[config.mk]
export PLATFORM = sky130hd
export DESIGN_NAME = identifier_at_position_finder_flat
export DESIGN_NICKNAME = d
export VERILOG_FILES = /design/src/ipf_pkg.sv /design/src/ipf_channels.sv /design/src/ipf_front.sv /design/src/ipf_cmd_fifo.sv /design/src/ipf_back.sv /design/src/identifier_at_position_finder.sv /design/src/flat_wrapper.sv
export SDC_FILE = /design/constraint.sdc
export NUM_CORES = 1
export LEC_CHECK = 0
export BUFFER_PORTS_ARGS = -buffer_cell sky130_fd_sc_hd__buf_2
export CAP_MARGIN = 30
export CELL_PAD_IN_SITES_DETAIL_PLACEMENT = 1
export CELL_PAD_IN_SITES_GLOBAL_PLACEMENT = 1
export CORE_ASPECT_RATIO = 0.7
export CORE_UTILIZATION = 56
export DETAILED_ROUTE_END_ITERATION = 12
export GPL_TIMING_DRIVEN = 0
export PLACE_DENSITY = 0.95
export REMOVE_ABC_BUFFERS = 1
export SETUP_SLACK_MARGIN = 0.4
export SKIP_CTS_REPAIR_TIMING = 1
export SLEW_MARGIN = 30
export SYNTH_ARGS = -nofsm -noshare
export SYNTH_HDL_FRONTEND = slang
export SYNTH_HIERARCHICAL = 1
export SYNTH_SLANG_ARGS = --single-unit
[constraint.sdc]
create_clock -name clk -period 7.1 [get_ports clk]
set_clock_uncertainty 0.1 [all_clocks]
set_input_delay 1.065 -clock clk [delete_from_list [all_inputs] [get_ports clk]]
set_output_delay 1.065 -clock clk [all_outputs]
set_load 0.02 [all_outputs]
[src/ipf_pkg.sv]
// Shared types, constants and helper functions for the identifier-at-position finder.
// Used by every module of the block and by the channel interfaces; has no dependencies.
package ipf_pkg;

  localparam int LINE_W     = 20;
  localparam int COL_W      = 16;
  localparam int LIMIT_W    = 6;
  localparam int BYTE_W     = 8;
  localparam int CFG_DATA_W = 20;
  localparam int CFG_IDX_W  = 2;
  // Wide enough to address a buffer of the largest supported size (64 entries).
  localparam int BUF_ADDR_W = 6;

  localparam logic [BYTE_W-1:0] CHAR_NEWLINE    = 8'h0A;
  localparam logic [BYTE_W-1:0] CHAR_UNDERSCORE = 8'h5F;
  localparam logic [BYTE_W-1:0] CHAR_DIGIT_LO   = 8'h30;
  localparam logic [BYTE_W-1:0] CHAR_DIGIT_HI   = 8'h39;
  localparam logic [BYTE_W-1:0] CHAR_UPPER_LO   = 8'h41;
  localparam logic [BYTE_W-1:0] CHAR_UPPER_HI   = 8'h5A;
  localparam logic [BYTE_W-1:0] CHAR_LOWER_LO   = 8'h61;
  localparam logic [BYTE_W-1:0] CHAR_LOWER_HI   = 8'h7A;

  localparam logic [CFG_IDX_W-1:0] REG_TARGET_LINE   = 2'd0;
  localparam logic [CFG_IDX_W-1:0] REG_TARGET_COLUMN = 2'd1;
  localparam logic [CFG_IDX_W-1:0] REG_TRUNCATE      = 2'd2;
  localparam logic [CFG_IDX_W-1:0] REG_COPY_LIMIT    = 2'd3;

  localparam logic [LIMIT_W-1:0] COPY_LIMIT_RESET = 6'd32;

  // One answer for the emitter: found flag and the number of bytes to send.
  typedef struct packed {
    logic               found;
    logic [LIMIT_W-1:0] count;
  } cmd_t;

  // Write port into the identifier buffer.
  typedef struct packed {
    logic                  en;
    logic [BUF_ADDR_W-1:0] addr;
    logic [BYTE_W-1:0]     data;
  } buf_wr_t;

  function automatic logic is_ident(input logic [BYTE_W-1:0] b);
    return (b inside {[CHAR_DIGIT_LO:CHAR_DIGIT_HI], [CHAR_UPPER_LO:CHAR_UPPER_HI],
                      [CHAR_LOWER_LO:CHAR_LOWER_HI], CHAR_UNDERSCORE});
  endfunction

endpackage

[src/ipf_channels.sv]
// Valid/ready channel interfaces for the text input, result output and register writes.
// Depends on ipf_pkg for field widths.
interface ipf_in_if;
  logic                        valid;
  logic                        ready;
  logic                        kind;
  logic [ipf_pkg::BYTE_W-1:0]  text_byte;
  modport source (output valid, output kind, output text_byte, input ready);
  modport sink (input valid, input kind, input text_byte, output ready);
endinterface

interface ipf_out_if;
  logic                        valid;
  logic                        ready;
  logic                        found;
  logic                        has_byte;
  logic [ipf_pkg::BYTE_W-1:0]  id_byte;
  logic                        last;
  modport source (output valid, output found, output has_byte, output id_byte,
                  output last, input ready);
  modport sink (input valid, input found, input has_byte, input id_byte,
                input last, output ready);
endinterface

interface ipf_cfg_if;
  logic                            valid;
  logic                            ready;
  logic [ipf_pkg::CFG_IDX_W-1:0]   index;
  logic [ipf_pkg::CFG_DATA_W-1:0]  data;
  modport source (output valid, output index, output data, input ready);
  modport sink (input valid, input index, input data, output ready);
endinterface

[src/ipf_front.sv]
// Front end: holds the registers, walks lines and columns, tracks the identifier run
// and issues one answer command per text. Depends on ipf_pkg and ipf_channels.
module ipf_front #(
  parameter int MAX_IDENT = 32
) (
  input  logic              clk,
  input  logic              rst_n,
  ipf_in_if.sink            in_ch,
  ipf_cfg_if.sink           cfg_ch,
  input  logic              back_idle,
  output logic              push,
  output ipf_pkg::cmd_t     cmd,
  output ipf_pkg::buf_wr_t  buf_wr
);

  localparam int LW = $clog2(MAX_IDENT + 1);

  typedef enum logic [1:0] {PH_SEEK, PH_EXTEND, PH_DONE} phase_t;

  phase_t                        phase_r, phase_nxt;
  logic [ipf_pkg::LINE_W-1:0]    target_line_r, target_line_nxt;
  logic [ipf_pkg::COL_W-1:0]     target_col_r, target_col_nxt;
  logic                          truncate_r, truncate_nxt;
  logic [ipf_pkg::LIMIT_W-1:0]   copy_limit_r, copy_limit_nxt;
  logic [ipf_pkg::LINE_W-1:0]    lines_left_r, lines_left_nxt;
  logic [ipf_pkg::COL_W-1:0]     cols_left_r, cols_left_nxt;
  logic [LW-1:0]                 len_r, len_nxt;

  logic                          in_fire, cfg_fire, rearm, do_track;
  logic                          ident, newline, has_room;
  logic [LW-1:0]                 len_trk;
  logic [6:0]                    lim;
  logic [ipf_pkg::LIMIT_W-1:0]   count_cur, count_trk;

  // A register write takes the cycle; no text item is taken alongside it.
  assign in_ch.ready  = !cfg_ch.valid && ((phase_r == PH_DONE) || back_idle);
  assign cfg_ch.ready = 1'b1;
  assign in_fire  = in_ch.valid && in_ch.ready;
  assign cfg_fire = cfg_ch.valid;

  assign ident    = ipf_pkg::is_ident(in_ch.text_byte);
  assign newline  = (in_ch.text_byte == ipf_pkg::CHAR_NEWLINE);
  assign has_room = (len_r < LW'(MAX_IDENT));
  assign len_trk  = ident ? (has_room ? LW'(len_r + 1'b1) : len_r) : '0;

  // Bytes actually sent are bounded by both the buffer size and the copy limit.
  assign lim = ({1'b0, copy_limit_r} > 7'(MAX_IDENT)) ? 7'(MAX_IDENT) : {1'b0, copy_limit_r};
  assign count_cur = (7'(len_r) < lim) ? ipf_pkg::LIMIT_W'(len_r) : ipf_pkg::LIMIT_W'(lim);
  assign count_trk = (7'(len_trk) < lim) ? ipf_pkg::LIMIT_W'(len_trk) : ipf_pkg::LIMIT_W'(lim);

  always_comb begin
    phase_nxt       = phase_r;
    target_line_nxt = target_line_r;
    target_col_nxt  = target_col_r;
    truncate_nxt    = truncate_r;
    copy_limit_nxt  = copy_limit_r;
    lines_left_nxt  = lines_left_r;
    cols_left_nxt   = cols_left_r;
    len_nxt         = len_r;
    rearm           = 1'b0;
    do_track        = 1'b0;
    push            = 1'b0;
    cmd             = '0;
    buf_wr          = '0;

    if (cfg_fire) begin
      case (cfg_ch.index)
        ipf_pkg::REG_TARGET_LINE: begin
          target_line_nxt = cfg_ch.data[ipf_pkg::LINE_W-1:0];
          rearm = 1'b1;
        end
        ipf_pkg::REG_TARGET_COLUMN: begin
          target_col_nxt = cfg_ch.data[ipf_pkg::COL_W-1:0];
          rearm = 1'b1;
        end
        ipf_pkg::REG_TRUNCATE: truncate_nxt = cfg_ch.data[0];
        ipf_pkg::REG_COPY_LIMIT: copy_limit_nxt = cfg_ch.data[ipf_pkg::LIMIT_W-1:0];
        default: ;
      endcase
    end else if (in_fire) begin
      if (in_ch.kind) begin
        // End of text: answer if still searching or extending, then re-arm.
        if (phase_r == PH_SEEK) begin
          push = 1'b1;
        end else if (phase_r == PH_EXTEND) begin
          push = 1'b1;
          cmd.found = 1'b1;
          cmd.count = count_cur;
        end
        rearm = 1'b1;
      end else begin
        case (phase_r)
          PH_EXTEND: begin
            if (ident) begin
              do_track = 1'b1;
            end else begin
              push = 1'b1;
              cmd.found = 1'b1;
              cmd.count = count_cur;
              phase_nxt = PH_DONE;
            end
          end
          PH_SEEK: begin
            if (lines_left_r != '0) begin
              if (newline) begin
                lines_left_nxt = lines_left_r - 1'b1;
              end
              do_track = 1'b1;
            end else if (cols_left_r != '0) begin
              if (newline) begin
                push = 1'b1;
                phase_nxt = PH_DONE;
              end else begin
                cols_left_nxt = cols_left_r - 1'b1;
                do_track = 1'b1;
              end
            end else if (!ident) begin
              // The target byte is not part of an identifier.
              push = 1'b1;
              phase_nxt = PH_DONE;
            end else begin
              do_track = 1'b1;
              if (truncate_r) begin
                push = 1'b1;
                cmd.found = 1'b1;
                cmd.count = count_trk;
                phase_nxt = PH_DONE;
              end else begin
                phase_nxt = PH_EXTEND;
              end
            end
          end
          default: ;
        endcase
      end
    end

    if (do_track) begin
      len_nxt = len_trk;
      buf_wr.en = ident && has_room;
      buf_wr.addr = ipf_pkg::BUF_ADDR_W'(len_r);
      buf_wr.data = in_ch.text_byte;
    end

    if (rearm) begin
      phase_nxt = PH_SEEK;
      lines_left_nxt = (target_line_nxt == '0) ? '0 : target_line_nxt - 1'b1;
      cols_left_nxt = (target_col_nxt == '0) ? '0 : target_col_nxt - 1'b1;
      len_nxt = '0;
    end
  end

  always_ff @(posedge clk) begin
    if (!rst_n) begin
      phase_r       <= PH_SEEK;
      target_line_r <= ipf_pkg::LINE_W'(1);
      target_col_r  <= ipf_pkg::COL_W'(1);
      truncate_r    <= 1'b0;
      copy_limit_r  <= ipf_pkg::COPY_LIMIT_RESET;
      lines_left_r  <= '0;
      cols_left_r   <= '0;
      len_r         <= '0;
    end else begin
      phase_r       <= phase_nxt;
      target_line_r <= target_line_nxt;
      target_col_r  <= target_col_nxt;
      truncate_r    <= truncate_nxt;
      copy_limit_r  <= copy_limit_nxt;
      lines_left_r  <= lines_left_nxt;
      cols_left_r   <= cols_left_nxt;
      len_r         <= len_nxt;
    end
  end

endmodule

[src/ipf_cmd_fifo.sv]
// Two-entry queue of answer commands between the front end and the emitter.
// Depends on ipf_pkg for the command type.
module ipf_cmd_fifo (
  input  logic           clk,
  input  logic           rst_n,
  input  logic           push,
  input  ipf_pkg::cmd_t  push_cmd,
  input  logic           pop,
  output logic           empty,
  output logic           full,
  output ipf_pkg::cmd_t  head
);

  ipf_pkg::cmd_t  slot_r [2];
  logic           wr_ptr_r, rd_ptr_r;
  logic [1:0]     fill_r;
  logic           do_push, do_pop;

  assign empty   = (fill_r == 2'd0);
  assign full    = (fill_r == 2'd2);
  assign head    = slot_r[rd_ptr_r];
  assign do_push = push && !full;
  assign do_pop  = pop && !empty;

  always_ff @(posedge clk) begin
    if (do_push) begin
      slot_r[wr_ptr_r] <= push_cmd;
    end
  end

  always_ff @(posedge clk) begin
    if (!rst_n) begin
      wr_ptr_r <= 1'b0;
      rd_ptr_r <= 1'b0;
      fill_r   <= 2'd0;
    end else begin
      if (do_push) begin
        wr_ptr_r <= ~wr_ptr_r;
      end
      if (do_pop) begin
        rd_ptr_r <= ~rd_ptr_r;
      end
      fill_r <= fill_r + {1'b0, do_push} - {1'b0, do_pop};
    end
  end

endmodule

[src/ipf_back.sv]
// Emitter: owns the identifier buffer and turns each answer command into result items
// through a registered output stage. Depends on ipf_pkg and ipf_channels.
module ipf_back #(
  parameter int MAX_IDENT = 32
) (
  input  logic              clk,
  input  logic              rst_n,
  input  ipf_pkg::buf_wr_t  buf_wr,
  input  logic              cmd_valid,
  input  ipf_pkg::cmd_t     cmd,
  output logic              cmd_pop,
  output logic              idle,
  ipf_out_if.source         out_ch
);

  localparam int AW = (MAX_IDENT > 1) ? $clog2(MAX_IDENT) : 1;

  logic [ipf_pkg::BYTE_W-1:0]   mem [MAX_IDENT];
  logic                         busy_r;
  logic [ipf_pkg::LIMIT_W-1:0]  k_r, n_r;
  logic                         valid_r, found_r, has_byte_r, last_r;
  logic [ipf_pkg::BYTE_W-1:0]   id_byte_r;
  logic                         slot_free, emit, final_byte;

  assign slot_free  = !valid_r || out_ch.ready;
  assign emit       = busy_r && slot_free;
  assign final_byte = (k_r == ipf_pkg::LIMIT_W'(n_r - 1'b1));
  assign cmd_pop    = !busy_r && cmd_valid && ((cmd.count != '0) || slot_free);
  assign idle       = !busy_r && !cmd_valid;

  assign out_ch.valid    = valid_r;
  assign out_ch.found    = found_r;
  assign out_ch.has_byte = has_byte_r;
  assign out_ch.id_byte  = id_byte_r;
  assign out_ch.last     = last_r;

  always_ff @(posedge clk) begin
    if (buf_wr.en) begin
      mem[buf_wr.addr[AW-1:0]] <= buf_wr.data;
    end
  end

  always_ff @(posedge clk) begin
    if (!rst_n) begin
      busy_r  <= 1'b0;
      valid_r <= 1'b0;
    end else begin
      if (emit) begin
        valid_r    <= 1'b1;
        found_r    <= 1'b1;
        has_byte_r <= 1'b1;
        last_r     <= final_byte;
        id_byte_r  <= mem[k_r[AW-1:0]];
        k_r        <= k_r + 1'b1;
        if (final_byte) begin
          busy_r <= 1'b0;
        end
      end else if (cmd_pop && (cmd.count == '0)) begin
        valid_r    <= 1'b1;
        found_r    <= cmd.found;
        has_byte_r <= 1'b0;
        last_r     <= 1'b1;
        id_byte_r  <= '0;
      end else begin
        if (cmd_pop) begin
          busy_r <= 1'b1;
          k_r    <= '0;
          n_r    <= cmd.count;
        end
        if (slot_free) begin
          valid_r <= 1'b0;
        end
      end
    end
  end

endmodule

[src/identifier_at_position_finder.sv]
// Identifier-at-position finder: top level joining front end, command queue and emitter.
// Depends on ipf_pkg, ipf_channels, ipf_front, ipf_cmd_fifo and ipf_back.
//
// Usage: a text arrives on in_ch one byte per item (kind 0), closed by an end-of-text
// item (kind 1). Registers on cfg_ch set the one-based target line and column, the
// truncate mode and the copy limit; cfg_ch is always ready and writes take effect at
// once, and in_ch is not ready in a cycle in which a write is offered. A line or
// column write restarts the search at the first byte of a text.
// For each text the block answers once on out_ch: either a single not-found item, a
// single empty found item (copy limit zero), or the identifier holding the target as
// a run of byte items, the final one marked with last.
// Throughput: one text byte per cycle while searching, unless a register write is
// offered or the emitter is still busy. After the item that decides the answer, the
// rest of the text is taken at full rate; the next text waits until the emitter is
// idle, as the emitter reads the identifier buffer that the front end fills.
// The deciding item writes its answer command into the queue. A not-found or empty
// found command goes from the queue straight into the output register; a byte run
// first loads the emitter's counters, then results follow one per cycle from the
// buffer while the receiver takes them.
// When the receiver stalls, the output register holds its item and the emitter waits.
// Reset restores the register defaults (line 1, column 1, no truncation, limit 32)
// and empties the queue and output stage; no clearing pass is needed.
module identifier_at_position_finder #(
  parameter int MAX_IDENT = 32
) (
  input  logic      clk,
  input  logic      rst_n,
  ipf_in_if.sink    in_ch,
  ipf_out_if.source out_ch,
  ipf_cfg_if.sink   cfg_ch
);

  logic              push, pop, fifo_empty, fifo_full, back_idle;
  ipf_pkg::cmd_t     push_cmd, head_cmd;
  ipf_pkg::buf_wr_t  buf_wr;

  ipf_front #(.MAX_IDENT(MAX_IDENT)) u_front (
    .clk       (clk),
    .rst_n     (rst_n),
    .in_ch     (in_ch),
    .cfg_ch    (cfg_ch),
    .back_idle (back_idle),
    .push      (push),
    .cmd       (push_cmd),
    .buf_wr    (buf_wr)
  );

  // The front end only answers while the emitter is idle, so the queue never
  // overflows; full is kept for completeness of the queue interface.
  ipf_cmd_fifo u_fifo (
    .clk      (clk),
    .rst_n    (rst_n),
    .push     (push && !fifo_full),
    .push_cmd (push_cmd),
    .pop      (pop),
    .empty    (fifo_empty),
    .full     (fifo_full),
    .head     (head_cmd)
  );

  ipf_back #(.MAX_IDENT(MAX_IDENT)) u_back (
    .clk       (clk),
    .rst_n     (rst_n),
    .buf_wr    (buf_wr),
    .cmd_valid (!fifo_empty),
    .cmd       (head_cmd),
    .cmd_pop   (pop),
    .idle      (back_idle),
    .out_ch    (out_ch)
  );

endmodule
[src/flat_wrapper.sv]
// flat-port wrapper written by rule: the top's interface ports become plain ports
module identifier_at_position_finder_flat 
#(
  parameter int MAX_IDENT = 32
)
  (clk, rst_n, in_ch_valid, in_ch_kind, in_ch_text_byte, in_ch_ready, out_ch_valid, out_ch_found, out_ch_has_byte, out_ch_id_byte, out_ch_last, out_ch_ready, cfg_ch_valid, cfg_ch_index, cfg_ch_data, cfg_ch_ready);
  ipf_in_if in_ch_i ();
  ipf_out_if out_ch_i ();
  ipf_cfg_if cfg_ch_i ();
  input  logic clk;
  input  logic rst_n;
  input wire logic [$bits(in_ch_i.valid)-1:0] in_ch_valid;
  input wire logic [$bits(in_ch_i.kind)-1:0] in_ch_kind;
  input wire logic [$bits(in_ch_i.text_byte)-1:0] in_ch_text_byte;
  output wire logic [$bits(in_ch_i.ready)-1:0] in_ch_ready;
  output wire logic [$bits(out_ch_i.valid)-1:0] out_ch_valid;
  output wire logic [$bits(out_ch_i.found)-1:0] out_ch_found;
  output wire logic [$bits(out_ch_i.has_byte)-1:0] out_ch_has_byte;
  output wire logic [$bits(out_ch_i.id_byte)-1:0] out_ch_id_byte;
  output wire logic [$bits(out_ch_i.last)-1:0] out_ch_last;
  input wire logic [$bits(out_ch_i.ready)-1:0] out_ch_ready;
  input wire logic [$bits(cfg_ch_i.valid)-1:0] cfg_ch_valid;
  input wire logic [$bits(cfg_ch_i.index)-1:0] cfg_ch_index;
  input wire logic [$bits(cfg_ch_i.data)-1:0] cfg_ch_data;
  output wire logic [$bits(cfg_ch_i.ready)-1:0] cfg_ch_ready;
  assign in_ch_i.valid = in_ch_valid;
  assign in_ch_i.kind = in_ch_kind;
  assign in_ch_i.text_byte = in_ch_text_byte;
  assign in_ch_ready = in_ch_i.ready;
  assign out_ch_valid = out_ch_i.valid;
  assign out_ch_found = out_ch_i.found;
  assign out_ch_has_byte = out_ch_i.has_byte;
  assign out_ch_id_byte = out_ch_i.id_byte;
  assign out_ch_last = out_ch_i.last;
  assign out_ch_i.ready = out_ch_ready;
  assign cfg_ch_i.valid = cfg_ch_valid;
  assign cfg_ch_i.index = cfg_ch_index;
  assign cfg_ch_i.data = cfg_ch_data;
  assign cfg_ch_ready = cfg_ch_i.ready;
  identifier_at_position_finder #(.MAX_IDENT(MAX_IDENT)) u_core (.clk(clk), .rst_n(rst_n), .in_ch(in_ch_i), .out_ch(out_ch_i), .cfg_ch(cfg_ch_i));
endmodule
==> out/results.ini <==
[routing]
drt_iter0_markers = 1989
ant_nets = 0
wl_um = 59500
dr.pass1.iters = 6
routedWlPerCell_um = 31.5
num_vias = 13700
drc = 0
vias_per_cell = 7.24

[worst_setup_path]
criticalPathCategory = input pin to register
timing.critical_path.from = in_ch_text_byte[4]
startpoint_type = input pin
critPathSlowestCell = a31oi_1
cp_cell_sequence = buf_2 -> or3_1 -> or3_1 -> a31oi_1 -> nor2_1 -> ha_1 -> a211o_1 -> nor3_1 -> o21ai_0 -> a31o_2 -> a211oi_1 -> o31ai_1
crit_arrival_ps = 5560
r2r-start = u_core/u_front/lines_left_r[0]
slowest_delay_ps = 770
crit_path_max_fanout = 8
crit_required_ps = 7240
cpMostUsedCell = or3_1
endpoint_kind = register

[cells_and_area]
n_fill_cell = 3017
instances_no_fill = 1889
drive_gt1_frac = 0.147
nets = 1484
synthToLayoutAreaGrowth_pct = 10.4

[floorplan]
start_util = 0.569
fp-row-count = 55
ios = 50
core_region_area_sq_um = 32300
die_w_um = 218
die_area_sq_um = 33500
die_h_um = 153

[global_routing]
grt_max_degree = 41
track_usage = 0.354
grt-ovfl-total = 0
antenna_found_initial = 4
grt_pass1_wl_um = 87600
grt_pass1_vias = 13700

[timing]
slew_headroom = 0.279
rsz0062_at_grt = no
max_freq_mhz = 184
fin_tns_setup_ps = 0
finalCritPeriodShare = 0.764
final.min_clock_period_ps = 5420
hold_slack_ps = 399
setup_viol = 0
hold_violations = 0
worst_slew_pin_slew_ps = 1080
drv_slew = 0

[clocking]
cts_tree = built
clockBufferDepth = 3
root_buffer = clkbuf_16
clock_latency_ps = 550
cts-buffers-inserted = 38
cts_sinks = 392
h-tree-depth = 2
clk_pin_slew_worst_paths_ps = 70

[worst_hold_path]
min_path_type = register to register
hold_start = u_core/u_front/copy_limit_r[4]

[logic_synthesis]
syn_area_sq_um = 18400
yosys_warnings = 6
avgSynthCellArea_sq_um = 13.1
syn_inst = 1397

[pwr]
power_density_nw_per_um2 = 276
ir_worst_vdd_v = 0.000218
power_mw = 5.60
p_leak_nw = 7.22

[outcome]
status = complete, no violations

[placement]
io_buffers = 48
dp_cells = 1815
dp_hpwl_um = 35700
place_congestion = 0.913

[run]
max-cap-violations = 0

layer usage:
layer,GRT usage,share of wire,up-vias
met5,0,0,-
met4,0.155,0.047,0
met3,0.0653,0.11,227
met2,0.566,0.47,1087
met1,0.475,0.37,6854
li1,-,-,5508
stage by stage:
step / area (sq um) / worst slack (ps) / util
detailed placement: 18900 / 1150 / 0.586
global route: 20300 / 1680 / 0.628
finish: 20300 / 1680 / 0.628
floorplan: 18000 / 2380 / -
CTS: 20200 / 1390 / 0.626
global placement: 18700 / 934 / 0.580
worst paths after layout:
kind	slack (ps)	to	cells past startpoint
max	1680	u_core/u_fifo/slot_r[1][5]	12
min	400	u_core/u_front/copy_limit_r[4]	2
max reg2reg	1900	u_core/u_back/mem[17][4]	9
min reg2reg	400	u_core/u_front/copy_limit_r[4]	2
cell type report:
type,instances,area (sq um),share of cell area
well taps,427,534,0.0264
inverters,24,91.3,0.00451
diodes,4,10.0,0.000494
repair buffers,59,375,0.0185
clock buffers,47,1010,0.0496
multi-input cells,915,7190,0.355
flip-flops and latches,392,10800,0.532
clock inverters,21,273,0.0135
flip-flops by register name, indices dropped and copies added, names as in the netlist, 2 cells and up, named ones only:
signal	count
u_core/u_back/k_r	6
u_core/u_back/mem	256
u_core/u_back/n_r	6
u_core/u_back/out_ch.id_byte	8
u_core/u_fifo/fill_r	2
u_core/u_fifo/slot_r	14
u_core/u_front/cols_left_r	16
u_core/u_front/copy_limit_r	6
u_core/u_front/len_r	6
u_core/u_front/lines_left_r	20
u_core/u_front/phase_r	2
u_core/u_front/target_col_r	16
u_core/u_front/target_line_r	20
where the power goes:
group | internal, mW | switching [mW] | total (mW)
clock | 1.24 | 0.925 | 2.16
combinational | 0.313 | 0.506 | 0.819
sequential | 2.51 | 0.112 | 2.62
cell usage in the layout, fill, tap and decap left out, drive strengths merged, types with 7 or more instances in the layout:
cell and count:
xor2 22, o21a 12, clkbuf 48, mux2 16, nor2 145, and2 22, inv 26, edfxtp 293
nand2 62, a221oi 8, xnor2 32, or3 13, clkinv 12, a21oi 32, o22ai 9, o211ai 8
and3 11, or2 8, o21ai 36, nor3 54, a211oi 16, nand3b 9, a221o 8, nor2b 21
nand2b 15, a22oi 10, or4 10, a31oi 20, nand3 31, dfxtp 99, nand4 7, buf 58
mux4 56, nor4 24, o31ai 11, ha 18, mux2i 89
critical path, delay by kind of cell:
family | cells | cell delay (ps)
adders and majority gates | 1 | 400
buffers and inverters | 1 | 150
and+or+nand+nor | 4 | 1420
AOI/OAI and AO/OA | 6 | 2520
(Power assumes the default switching activity.)
